--- src/rtl/core/simple_moving_average_macros.svh ---
`ifndef SIMPLE_MOVING_AVERAGE_MACROS_SVH
`define SIMPLE_MOVING_AVERAGE_MACROS_SVH

// Check an implication in the same cycle, sampled on clk, off during reset
`define SMA_ASSERT_NOW(label, cond, conseq, msg) \
	label: assert property (@(posedge clk) disable iff (!arst_n) (cond) |-> (conseq)) \
		else $error(msg);

// Check an implication in the next cycle, sampled on clk, off during reset
`define SMA_ASSERT_NEXT(label, cond, conseq, msg) \
	label: assert property (@(posedge clk) disable iff (!arst_n) (cond) |=> (conseq)) \
		else $error(msg);

`endif

--- src/rtl/core/sma_pkg.sv ---
package sma_pkg;

	// Fixed field widths of the request and result items
	localparam int SAMPLE_WIDTH   = 16;
	localparam int WLEN_W         = 7;
	localparam int USED_W         = 7;
	localparam int MAX_WINDOW_DEF = 64;

	typedef struct packed {
		logic signed [SAMPLE_WIDTH-1:0] sample;
		logic                           start_req;
	} sma_in_t;

	typedef struct packed {
		logic signed [SAMPLE_WIDTH-1:0] average;
		logic [USED_W-1:0]              samples_used;
	} sma_out_t;

	typedef enum logic [2:0] {
		ST_IDLE,
		ST_SETUP,
		ST_ADJ_RD,
		ST_ADJ_ACC,
		ST_WRITE,
		ST_DIV_INIT,
		ST_DIVIDE,
		ST_DONE
	} sma_state_t;

	// Commands from controller to datapath
	typedef struct packed {
		logic accept;
		logic setup;
		logic adj_rd;
		logic adj_acc;
		logic write;
		logic div_init;
		logic div_step;
		logic load_out;
	} sma_cmd_t;

	// Status from datapath to controller
	typedef struct packed {
		logic adj_none;
		logic adj_last;
		logic out_free;
	} sma_sts_t;

endpackage

--- src/rtl/core/sma_ctrl.sv ---
module sma_ctrl #(
	parameter int DIV_STEPS = 23
) (
	input  logic              clk,
	input  logic              arst_n,
	input  logic              in_valid,
	output logic              in_stall,
	input  sma_pkg::sma_sts_t sts,
	output sma_pkg::sma_cmd_t cmd
);
	import sma_pkg::*;

	localparam int DC_W = $clog2(DIV_STEPS + 1);

	sma_state_t      state_q;
	sma_state_t      state_d;
	logic [DC_W-1:0] div_cnt_q;

	// Advance state
	always_ff @(posedge clk or negedge arst_n) begin
		if (!arst_n) begin
			state_q <= ST_IDLE;
		end else begin
			state_q <= state_d;
		end
	end

	// Count divider steps
	always_ff @(posedge clk or negedge arst_n) begin
		if (!arst_n) begin
			div_cnt_q <= '0;
		end else if (state_q == ST_DIV_INIT) begin
			div_cnt_q <= DC_W'(DIV_STEPS - 1);
		end else if (state_q == ST_DIVIDE) begin
			div_cnt_q <= div_cnt_q - DC_W'(1);
		end
	end

	// Pick next state
	always_comb begin
		state_d = state_q;
		unique case (state_q)
			ST_IDLE: begin
				if (in_valid) state_d = ST_SETUP;
			end
			ST_SETUP: begin
				state_d = sts.adj_none ? ST_WRITE : ST_ADJ_RD;
			end
			ST_ADJ_RD: begin
				state_d = ST_ADJ_ACC;
			end
			ST_ADJ_ACC: begin
				state_d = sts.adj_last ? ST_WRITE : ST_ADJ_RD;
			end
			ST_WRITE: begin
				state_d = ST_DIV_INIT;
			end
			ST_DIV_INIT: begin
				state_d = ST_DIVIDE;
			end
			ST_DIVIDE: begin
				if (div_cnt_q == '0) state_d = ST_DONE;
			end
			ST_DONE: begin
				if (sts.out_free) state_d = ST_IDLE;
			end
			default: begin
				state_d = ST_IDLE;
			end
		endcase
	end

	// Drive datapath commands
	always_comb begin
		cmd      = '0;
		in_stall = 1'b1;
		unique case (state_q)
			ST_IDLE: begin
				in_stall   = 1'b0;
				cmd.accept = in_valid;
			end
			ST_SETUP:    cmd.setup    = 1'b1;
			ST_ADJ_RD:   cmd.adj_rd   = 1'b1;
			ST_ADJ_ACC:  cmd.adj_acc  = 1'b1;
			ST_WRITE:    cmd.write    = 1'b1;
			ST_DIV_INIT: cmd.div_init = 1'b1;
			ST_DIVIDE:   cmd.div_step = 1'b1;
			ST_DONE:     cmd.load_out = sts.out_free;
			default: begin
				cmd = '0;
			end
		endcase
	end

endmodule

--- src/rtl/core/sma_datapath.sv ---
module sma_datapath #(
	parameter int MAX_WINDOW = 64,
	parameter int SUM_W      = 23
) (
	input  logic                          clk,
	input  logic                          arst_n,
	input  sma_pkg::sma_in_t              in_data,
	input  logic                          cfg_we,
	input  logic [sma_pkg::WLEN_W-1:0]    cfg_wdata,
	input  sma_pkg::sma_cmd_t             cmd,
	output sma_pkg::sma_sts_t             sts,
	output logic                          out_valid,
	input  logic                          out_stall,
	output sma_pkg::sma_out_t             out_data
);
	import sma_pkg::*;

	localparam int AW    = $clog2(MAX_WINDOW);
	localparam int CNT_W = $clog2(MAX_WINDOW + 1);

	// Configuration and sequence state
	logic [WLEN_W-1:0]              wlen_q;
	logic [AW-1:0]                  wp_q;
	logic [CNT_W-1:0]               fill_q;
	logic [CNT_W-1:0]               prev_q;
	logic signed [SUM_W-1:0]        sum_q;

	// Per-request working registers
	logic signed [SAMPLE_WIDTH-1:0] sample_q;
	logic [CNT_W-1:0]               used_q;
	logic [CNT_W-1:0]               cnt_q;
	logic                           sub_q;
	logic [AW-1:0]                  rd_addr_q;
	logic signed [SAMPLE_WIDTH-1:0] rd_data_q;

	// Divider registers
	logic [CNT_W-1:0]               rem_q;
	logic [SUM_W-1:0]               quo_q;
	logic                           neg_q;

	// Result register
	sma_out_t                       out_q;
	logic                           out_valid_q;

	// Sample ring
	logic signed [SAMPLE_WIDTH-1:0] mem [MAX_WINDOW];

	// Setup terms
	logic [CNT_W-1:0]               eff;
	logic [CNT_W-1:0]               fill_new;
	logic [CNT_W-1:0]               used_new;
	logic                           sub_new;
	logic [CNT_W-1:0]               age;
	logic [CNT_W-1:0]               cnt_new;
	logic [CNT_W:0]                 wp_x;
	logic [CNT_W:0]                 age_x;
	logic [CNT_W:0]                 addr_x;

	// Divider terms
	logic [SUM_W-1:0]               sum_mag;
	logic [CNT_W:0]                 trial;
	logic                           fits;
	logic [SUM_W-1:0]               avg_full;

	// Clamp the window and size this average
	always_comb begin
		if (wlen_q == '0) begin
			eff = CNT_W'(1);
		end else if (int'(wlen_q) > MAX_WINDOW) begin
			eff = CNT_W'(MAX_WINDOW);
		end else begin
			eff = CNT_W'(wlen_q);
		end
		fill_new = (fill_q == CNT_W'(MAX_WINDOW)) ? fill_q : fill_q + CNT_W'(1);
		used_new = (eff < fill_new) ? eff : fill_new;
		// Old sum covers ages 1..prev; new one needs ages 1..used-1 plus the sample
		sub_new  = (prev_q >= used_new);
		age      = sub_new ? used_new : prev_q + CNT_W'(1);
		cnt_new  = sub_new ? prev_q - used_new + CNT_W'(1)
		                   : used_new - CNT_W'(1) - prev_q;
		wp_x     = (CNT_W+1)'(wp_q);
		age_x    = (CNT_W+1)'(age);
		addr_x   = (wp_x >= age_x) ? wp_x - age_x
		                           : wp_x + (CNT_W+1)'(MAX_WINDOW) - age_x;
	end

	// Restoring divider step on the magnitude
	always_comb begin
		sum_mag  = sum_q[SUM_W-1] ? (~sum_q + SUM_W'(1)) : sum_q;
		trial    = {rem_q, quo_q[SUM_W-1]};
		fits     = (trial >= {1'b0, used_q});
		avg_full = neg_q ? (~quo_q + SUM_W'(1)) : quo_q;
	end

	// Window register
	always_ff @(posedge clk or negedge arst_n) begin
		if (!arst_n) begin
			wlen_q <= WLEN_W'(1);
		end else if (cfg_we) begin
			wlen_q <= cfg_wdata;
		end
	end

	// Sequence state: clear on start, update through setup, adjust and write
	always_ff @(posedge clk or negedge arst_n) begin
		if (!arst_n) begin
			wp_q   <= '0;
			fill_q <= '0;
			prev_q <= '0;
			sum_q  <= '0;
		end else if (cmd.accept) begin
			if (in_data.start_req) begin
				wp_q   <= '0;
				fill_q <= '0;
				prev_q <= '0;
				sum_q  <= '0;
			end
		end else if (cmd.setup) begin
			fill_q <= fill_new;
			prev_q <= used_new;
		end else if (cmd.adj_acc) begin
			sum_q <= sub_q ? sum_q - SUM_W'(rd_data_q) : sum_q + SUM_W'(rd_data_q);
		end else if (cmd.write) begin
			wp_q  <= (wp_q == AW'(MAX_WINDOW - 1)) ? '0 : wp_q + AW'(1);
			sum_q <= sum_q + SUM_W'(sample_q);
		end
	end

	// Working registers
	always_ff @(posedge clk) begin
		if (cmd.accept) begin
			sample_q <= in_data.sample;
		end
		if (cmd.setup) begin
			used_q    <= used_new;
			cnt_q     <= cnt_new;
			sub_q     <= sub_new;
			rd_addr_q <= addr_x[AW-1:0];
		end else if (cmd.adj_acc) begin
			cnt_q     <= cnt_q - CNT_W'(1);
			rd_addr_q <= (rd_addr_q == '0) ? AW'(MAX_WINDOW - 1) : rd_addr_q - AW'(1);
		end
		if (cmd.div_init) begin
			neg_q <= sum_q[SUM_W-1];
			quo_q <= sum_mag;
			rem_q <= '0;
		end else if (cmd.div_step) begin
			rem_q <= fits ? CNT_W'(trial - {1'b0, used_q}) : CNT_W'(trial);
			quo_q <= {quo_q[SUM_W-2:0], fits};
		end
		if (cmd.load_out) begin
			out_q.average      <= avg_full[SAMPLE_WIDTH-1:0];
			out_q.samples_used <= USED_W'(used_q);
		end
	end

	// Ring write and registered read
	always_ff @(posedge clk) begin
		if (cmd.write) begin
			mem[wp_q] <= sample_q;
		end
		if (cmd.adj_rd) begin
			rd_data_q <= mem[rd_addr_q];
		end
	end

	// Hold result until taken
	always_ff @(posedge clk or negedge arst_n) begin
		if (!arst_n) begin
			out_valid_q <= 1'b0;
		end else if (cmd.load_out) begin
			out_valid_q <= 1'b1;
		end else if (!out_stall) begin
			out_valid_q <= 1'b0;
		end
	end

	assign sts.adj_none = (cnt_new == '0);
	assign sts.adj_last = (cnt_q == CNT_W'(1));
	assign sts.out_free = !out_valid_q || !out_stall;

	assign out_valid = out_valid_q;
	assign out_data  = out_q;

endmodule

--- src/rtl/core/simple_moving_average.sv ---
// Boxcar moving average of signed 16-bit samples. Each request returns one
// result: the mean of the last window_length samples of the current sequence
// (fewer during warm-up), truncated toward zero, with the count it covers.
// start_req begins a new sequence. A running sum is corrected per request by
// reading the ring memory once per sample entering or leaving the window
// (one read each at a steady window, none during warm-up, more after the
// window is changed), then a restoring divider produces one quotient bit per
// cycle over the sum width (SAMPLE_WIDTH + log2(MAX_WINDOW) + 1 = 23 bits by
// default). A request passes through setup, a read and an accumulate step for
// each memory read, the ring write, divider setup and the divide steps. The
// block takes a new request while an earlier result still waits on out_stall.
// window_length 0 acts as 1, values above MAX_WINDOW act as MAX_WINDOW;
// write it only while the block is idle. No clearing pass is needed after
// reset: only samples of the current sequence are ever read.
module simple_moving_average #(
	parameter int MAX_WINDOW = sma_pkg::MAX_WINDOW_DEF
) (
	input  logic                       clk,
	input  logic                       arst_n,
	input  logic                       in_valid,
	output logic                       in_stall,
	input  sma_pkg::sma_in_t           in_data,
	output logic                       out_valid,
	input  logic                       out_stall,
	output sma_pkg::sma_out_t          out_data,
	input  logic                       cfg_we,
	input  logic [sma_pkg::WLEN_W-1:0] cfg_wdata
);
	import sma_pkg::*;

`include "simple_moving_average_macros.svh"

	localparam int SUM_W = SAMPLE_WIDTH + $clog2(MAX_WINDOW) + 1;

	sma_cmd_t cmd;
	sma_sts_t sts;

	sma_ctrl #(
		.DIV_STEPS(SUM_W)
	) u_ctrl (
		.clk     (clk),
		.arst_n  (arst_n),
		.in_valid(in_valid),
		.in_stall(in_stall),
		.sts     (sts),
		.cmd     (cmd)
	);

	sma_datapath #(
		.MAX_WINDOW(MAX_WINDOW),
		.SUM_W     (SUM_W)
	) u_datapath (
		.clk      (clk),
		.arst_n   (arst_n),
		.in_data  (in_data),
		.cfg_we   (cfg_we),
		.cfg_wdata(cfg_wdata),
		.cmd      (cmd),
		.sts      (sts),
		.out_valid(out_valid),
		.out_stall(out_stall),
		.out_data (out_data)
	);

	// Busy right after a request is taken
	`SMA_ASSERT_NEXT(a_busy_after_accept, in_valid && !in_stall, in_stall, "request taken while busy")
	// Never overwrite a result that is still waiting
	`SMA_ASSERT_NOW(a_no_overwrite, cmd.load_out, !out_valid || !out_stall, "result overwritten")
	// A delivered result always covers at least one sample
	`SMA_ASSERT_NOW(a_used_nonzero, out_valid, out_data.samples_used != '0, "empty average")

endmodule

--- config.mk ---
export PLATFORM = sky130hd
export DESIGN_NAME = simple_moving_average
export DESIGN_NICKNAME = d
export VERILOG_FILES = /design/src/rtl/core/sma_pkg.sv /design/src/rtl/core/sma_ctrl.sv /design/src/rtl/core/sma_datapath.sv /design/src/rtl/core/simple_moving_average.sv
export VERILOG_INCLUDE_DIRS = /design/src /design/src/rtl/core
export SDC_FILE = /design/constraint.sdc
export NUM_CORES = 1
export LEC_CHECK = 0
export ABC_AREA = 1
export BUFFER_PORTS_ARGS = -buffer_cell sky130_fd_sc_hd__clkbuf_2
export CORE_MARGIN = 1.5
export CORE_UTILIZATION = 43
export CTS_CLUSTER_SIZE = 25
export DETAILED_ROUTE_END_ITERATION = 8
export GPL_TIMING_DRIVEN = 0
export MAX_ROUTING_LAYER = met4
export RECOVER_POWER = 100
export SYNTH_ARGS = -nofsm -noshare
export SYNTH_HDL_FRONTEND = slang
export SYNTH_SLANG_ARGS = --single-unit
export TNS_END_PERCENT = 10
--- constraint.sdc ---
create_clock -name clk -period 9.2 [get_ports clk]
set_input_delay 0.46 -clock clk [delete_from_list [all_inputs] [get_ports clk]]
set_output_delay 0.46 -clock clk [all_outputs]
set_load 0.02 [all_outputs]
==> flow_metrics.tcl, run 1 <==
set metrics [dict create \
    netlist_area_um2 50700 \
    drive_gt1_frac 0.0513 \
    gp_congestion 0.996 \
    power.total_uw 20300 \
    clkTransAtPathRegs_ps 60 \
    critPathMostFrequentCell "o21ai_0" \
    leakagePower_uw 0.0191 \
    initial_utilization 0.435 \
    viasPerCell 6.08 \
    syn_nets 4309 \
    postCtsHoldBufs 29 \
    fin_nets 4605 \
    htreeDepth 3 \
    drt_iter0_drc 5619 \
    synthDistinctLibCells 54 \
    arrival_ps 7920 \
    fin_cells 6133 \
    synth.largest_area_cell "edfxtp_1" \
    power.density_nw_per_um2 355 \
    hp-class "input pin to flip-flop" \
    synth_seq_cells 1190 \
    crit_slowest_cell "o21ai_0" \
    maxCapViolations 44 \
    final_cell_area_um2 57300 \
    detail_route.first_pass.iterations 9 \
    wire_per_inst_um 29.3 \
    dieArea_um2 120000 \
    maxSlewHeadroom -1.16 \
    die_w_um 346 \
    syn-instance-count 4203 \
    grt_usage 0.303 \
    synth_common_cells "edfxtp_1 (1,124), nor2_1 (695), o21ai_0 (634), nand2_1 (367), clkbuf_1 (220)" \
    irDropWorstVdd_v 0.000216 \
    core_um2 117000 \
    ys_warn_count 0 \
    path_max_fanout 10 \
    postRouteAntennaNets 0 \
    grt_pass1_wl_mm 252 \
    fin_crit_ps 7430 \
    critical_path_required_ps 9690 \
    startpoint_type "flip-flop" \
    violations "DRC, capacitance limit, slew limit" \
    grt_overflow 0 \
    critPathMaxStageDelay_ps 510 \
    synth_top_area_share 0.666 \
    fmax_mhz 135 \
    cts_resized 0 \
    area_growth_pct 13.0 \
    yosysSeqAreaShare 0.698 \
    io_pins 54 \
    cts_tree "built" \
    finalHoldViolCount 0 \
    async_reset_ff_frac 0.0496 \
    grt_pass1_vias 35000 \
    finalClockSkew_ps 34.8 \
    post-cts-setup-buffer-count 0 \
    synth_edf_count 1124 \
    setup_viol 0 \
    root_buffer "clkbuf_16" \
    drc 1 \
    r2r_slack_ps 1770 \
    fin_util 0.491 \
    dp_hpwl_mm 124 \
    end_kind "flip-flop" \
    port_buffers 53 \
    die_h_um 346 \
    wl_mm 180 \
    path_class "flip-flop to flip-flop" \
    dp_cells 5871 \
    rsz0062_at_grt "false" \
    vias 37300 \
    placed_cell_area_um2 55400 \
    clock-sinks 1190 \
    cts_buffers 121 \
    tightest_slew_ps 3240 \
    cts_buffer_depth 3 \
    grt_max_degree 55 \
    clk_latency_ps 750 \
    antenna_found_initial 6 \
    syn_avg_cell_area_um2 12.1 \
    synth_most_common_cell "edfxtp_1" \
    outcome "finished, violations left" \
    slew_violations 669 \
    num_rows 125 \
    post-route-period-util 0.808 \
    setup-tns-final_ps 0 \
    synth_top_flop_cell "edfxtp_1" \
    netlist_top_cells_area "edfxtp_1 (67%), o21ai_0 (6.3%), nor2_1 (5.2%)" \
]
routing by layer:
| metal | GRT usage | wire length [µm] | part of all wire | up-vias |
|---|---|---|---|---|
| li1 | - | - | - | 16100 |
| met1 | 0.390 | 67600 | 0.38 | 18200 |
| met2 | 0.447 | 78900 | 0.44 | 2407 |
| met3 | 0.0724 | 22200 | 0.12 | 547 |
| met4 | 0.159 | 11000 | 0.061 | 0 |
| met5 | - | 0 | 0 | - |
critical path: cells and delay by family, from the launching register on:
family	cells	cell delay, ps
AO/OA/AOI/OAI	11	2800
adder cells (fa/ha/maj)	4	1300
AND/OR/NAND/NOR	11	1240
buffers and inverters	7	1180
flip-flops	1	400
XOR/XNOR	1	280
cell families after synthesis:
logic type / after synthesis / share of synthesized area
xor gates and xnor gates: 93 / 0.0161
DFF: 1190 / 0.698
buffers and inverters: 441 / 0.0334
adders and majority gates: 77 / 0.0198
and+or+nand+nor: 1273 / 0.104
AOI/OAI and AO/OA: 1129 / 0.129
placed cells by master, fill, tap and decap left out, types with 6 or more instances in the layout:
cell type / netlist / final
edfxtp_1: 1124 / 1124
nor2_1: 695 / 694
o21ai_0: 634 / 642
clkbuf_1: 220 / 377
nand2_1: 367 / 369
o22ai_1: 199 / 199
inv_1: 192 / 192
clkbuf_16: 0 / 123
a21oi_1: 93 / 93
o221ai_1: 82 / 82
nand3_1: 77 / 77
xor2_1: 76 / 76
ha_1: 72 / 72
nand4_1: 67 / 67
dfrtp_1: 58 / 58
o211ai_1: 51 / 52
dlygate4sd3_1: 0 / 29
nor3_1: 25 / 28
clkinv_2: 0 / 28
clkinv_1: 3 / 26
a31oi_1: 19 / 19
clkbuf_2: 0 / 18
xnor2_1: 17 / 17
buf_2: 19 / 12
o31ai_1: 11 / 11
bufinv_16: 0 / 11
diode_2: 0 / 10
a32o_1: 9 / 9
dfxtp_1: 7 / 7
nor2_2: 5 / 6
nand2_2: 7 / 6
nor4_1: 6 / 6
state kept, by name, indices dropped and copies added, names as in the netlist, 3 cells and up:
signal and cells:
u_datapath.rd_addr_q 6, u_datapath.wlen_q 7, u_datapath.prev_q 7, u_datapath.wp_q 6, u_datapath.sample_q 16, u_datapath.cnt_q 7
u_datapath.rd_data_q 16, u_datapath.rem_q 7, u_ctrl.div_cnt_q 5, u_datapath.sum_q 23, u_datapath.out_data 23, u_datapath.quo_q 23
u_datapath.mem 1024, u_datapath.fill_q 7, u_ctrl.state_q 3, u_datapath.used_q 7
report_power, final:
group | total, µW | switching (µW) | leakage [µW] | internal (µW)
Sequential | 6720 | 259 | 0.0109 | 6460
Clock | 4910 | 2140 | 0.00191 | 2770
Combinational | 8710 | 6400 | 0.00628 | 2320
per-stage QoR:
| stage | hold slack, ps | setup slack, ps |
|---|---|---|
| floorplan | 164 | 3710 |
| global placement | 433 | 2490 |
| detailed placement | 320 | 2480 |
| CTS | 83.1 | 2440 |
| global route | 145 | 1090 |
| finish | 127 | 1770 |
final cells by class:
cell class	count	area [µm²]
clock inverter	74	682
buffer	244	931
tap	1524	1910
clock buffer	149	3210
sequential	1190	35400
multi-input combinational	2572	13500
antenna	10	25.0
inverter	197	739
timing repair buffer	173	853
fill	10300	59300
path summary, 6_finish.rpt:
check                                                  from                           endpoint  cells past startpoint
setup / recovery           u_datapath.fill_q[0]$_DFFE_PN0P_  u_datapath.rd_addr_q[3]$_DFFE_PP_                     34
hold / removal                                     in_valid      u_ctrl.state_q[0]$_DFFE_PN0P_                      3
setup reg to reg           u_datapath.fill_q[0]$_DFFE_PN0P_  u_datapath.rd_addr_q[3]$_DFFE_PP_                     34
hold reg to reg              u_datapath.used_q[4]$_DFFE_PP_   u_datapath.out_data[4]$_DFFE_PP_                      0
max in group asynchronous                            arst_n   u_datapath.wlen_q[2]$_DFFE_PN0P_                      3
min in group asynchronous                            arst_n   u_datapath.sum_q[16]$_DFFE_PN0P_                      2
Note: power is estimated with default switching activity, not from simulation.
==> inputs of run 2 (changes only) <==
==> constraint.sdc (replaced) <==
create_clock -name clk -period 7.1 [get_ports clk]
set_input_delay 0.355 -clock clk [delete_from_list [all_inputs] [get_ports clk]]
set_output_delay 0.355 -clock clk [all_outputs]
set_load 0.02 [all_outputs]
==> flow_metrics.tcl, run 2 (synthesized netlist as in run 1, its figures left out) <==
set metrics [dict create \
    wire_per_inst_um 29.3 \
    preCtsSetupSlack_ps 376 \
    detail_route.first_pass.iterations 8 \
    end_kind "flip-flop" \
    htreeDepth 3 \
    finalHoldViolCount 0 \
    slew_violations 718 \
    post-cts-setup-buffer-count 0 \
    leakagePower_uw 0.0192 \
    outcome "finished, violations left" \
    dieArea_um2 120000 \
    drive_gt1_frac 0.0524 \
    setup_viol 0 \
    power.density_nw_per_um2 461 \
    arrival_ps 7100 \
    final_common_cell "edfxtp_1" \
    vias 37500 \
    root_buffer "clkbuf_16" \
    finalClockSkew_ps 38.0 \
    core_um2 117000 \
    mostFrequentLayoutCells "edfxtp_1 (1,124), nor2_1 (695), o21ai_0 (640)" \
    critical_path_required_ps 7580 \
    path_class "flip-flop to flip-flop" \
    cts_buffers 121 \
    fin_crit_ps 6620 \
    antenna_found_initial 6 \
    hold_ws_ps 112 \
    clk_latency_ps 750 \
    maxSlewHeadroom -1.16 \
    initial_utilization 0.435 \
    layout_setup_ws_ps 481 \
    startpoint_type "flip-flop" \
    clkTransAtPathRegs_ps 60 \
    grt_overflow 0 \
    clock-sinks 1190 \
    grt_usage 0.303 \
    grt_max_degree 55 \
    viasPerCell 6.11 \
    critPathMaxStageDelay_ps 800 \
    io_pins 54 \
    n_fill_cell 10300 \
    maxCapViolations 46 \
    cts_buffer_depth 3 \
    tightest_slew_ps 3240 \
    crit_family "compound AO/OA/AOI/OAI gates" \
    largest_reg_flops 1024 \
    r2r_start "u_datapath.fill_q[0]$_DFFE_PN0P_" \
    critical_path_buf_inv_count 6 \
    setup-tns-final_ps 0 \
    fin_cells 6134 \
    drc 0 \
    fmax_mhz 151 \
    cts_tree "built" \
    area_growth_pct 13.2 \
    postRouteAntennaNets 0 \
    rsz0062_at_grt "false" \
    grt_pass1_wl_mm 252 \
    die_h_um 346 \
    num_rows 125 \
    gp_congestion 0.996 \
    hp-class "input pin to flip-flop" \
    grt_pass1_vias 35000 \
    dp_cells 5871 \
    drt_iter0_drc 5290 \
    port_buffers 53 \
    wl_mm 180 \
    path_max_fanout 10 \
    crit_start "u_datapath.fill_q[0]$_DFFE_PN0P_" \
    irDropWorstVdd_v 0.000278 \
    die_w_um 346 \
    hp-start "cfg_we" \
    post-route-period-util 0.932 \
    largest-register "u_datapath.mem" \
    fin_nets 4607 \
    crit_slowest_cell "o21ai_0" \
    dp_hpwl_mm 124 \
    violations "capacitance limit, slew limit" \
]
run 2: changes by cell type in the layout (fill, tap and decap cells not counted), moves of 2 or more:
cell / delta
o21ai_0: -2
nand2_1: -2
dlygate4sd3_1: +2
o21ai_1: +2
clkbuf_1: -2
run 2: timing repair:
action	in CTS	in global routing
endpoints found under the hold margin	85	0
gates resized for setup	0	2
setup endpoints to repair	0	2
hold buffers	31	0
run 2: area by class of cell:
cell class,count,area (µm²),area share
flip-flops and latches,1190,35400,0.617
multi-input cells,2572,13600,0.237
clock buffers,149,3210,0.0559
well taps,1524,1910,0.0333
plain buffers,244,943,0.0165
repair buffers,175,873,0.0152
inverters,197,739,0.0129
clock inverters,74,682,0.0119
diodes,9,22.5,0.000393
run 2: report_power, final:
part / total, µW / internal (µW) / switching, µW
combinational: 11400 / 3040 / 8330
sequential: 8710 / 8370 / 336
clock: 6360 / 3590 / 2770
run 2: path summary, 6_finish.rpt:
| kind | to | slack (ps) | cells past startpoint |
|---|---|---|---|
| worst max-delay path | u_datapath.rd_addr_q[3]$_DFFE_PP_ | 480 | 32 |
| worst min-delay path | u_datapath.wlen_q[4]$_DFFE_PN0P_ | 110 | 4 |
| worst max register to register | u_datapath.rd_addr_q[3]$_DFFE_PP_ | 480 | 32 |
| worst min register to register | u_datapath.out_data[4]$_DFFE_PP_ | 450 | 0 |
| max in group asynchronous | u_datapath.wlen_q[2]$_DFFE_PN0P_ | 3850 | 3 |
| min in group asynchronous | u_datapath.sum_q[16]$_DFFE_PN0P_ | 620 | 3 |
run 2: through the flow:
| step | utilization | instance area [µm²] | power [µW] |
|---|---|---|---|
| floorplan | - | 50700 | 15500 |
| global placement | 0.453 | 52800 | 19700 |
| detailed placement | 0.476 | 55400 | 20100 |
| CTS | 0.512 | 59600 | 26400 |
| global route | 0.492 | 57300 | 27400 |
| finish | 0.492 | 57300 | 26400 |
run 2: metal layers:
metal / up-vias / track usage / wire length [µm]
met5: - / - / 0
met4: 0 / 0.159 / 11100
met3: 561 / 0.0724 / 22000
met2: 2408 / 0.447 / 78800
met1: 18400 / 0.390 / 68100
li1: 16100 / - / -
run 2: worst reg2reg max path: cells and delay by family, from the launching register on:
family                   cells  cell delay (ps)
AO/OA/AOI/OAI               11             2870
XOR/XNOR                     1              270
adder cells (fa/ha/maj)      4             1200
buffers and inverters        6              640
flip-flops                   1              400
AND/OR/NAND/NOR             10             1020
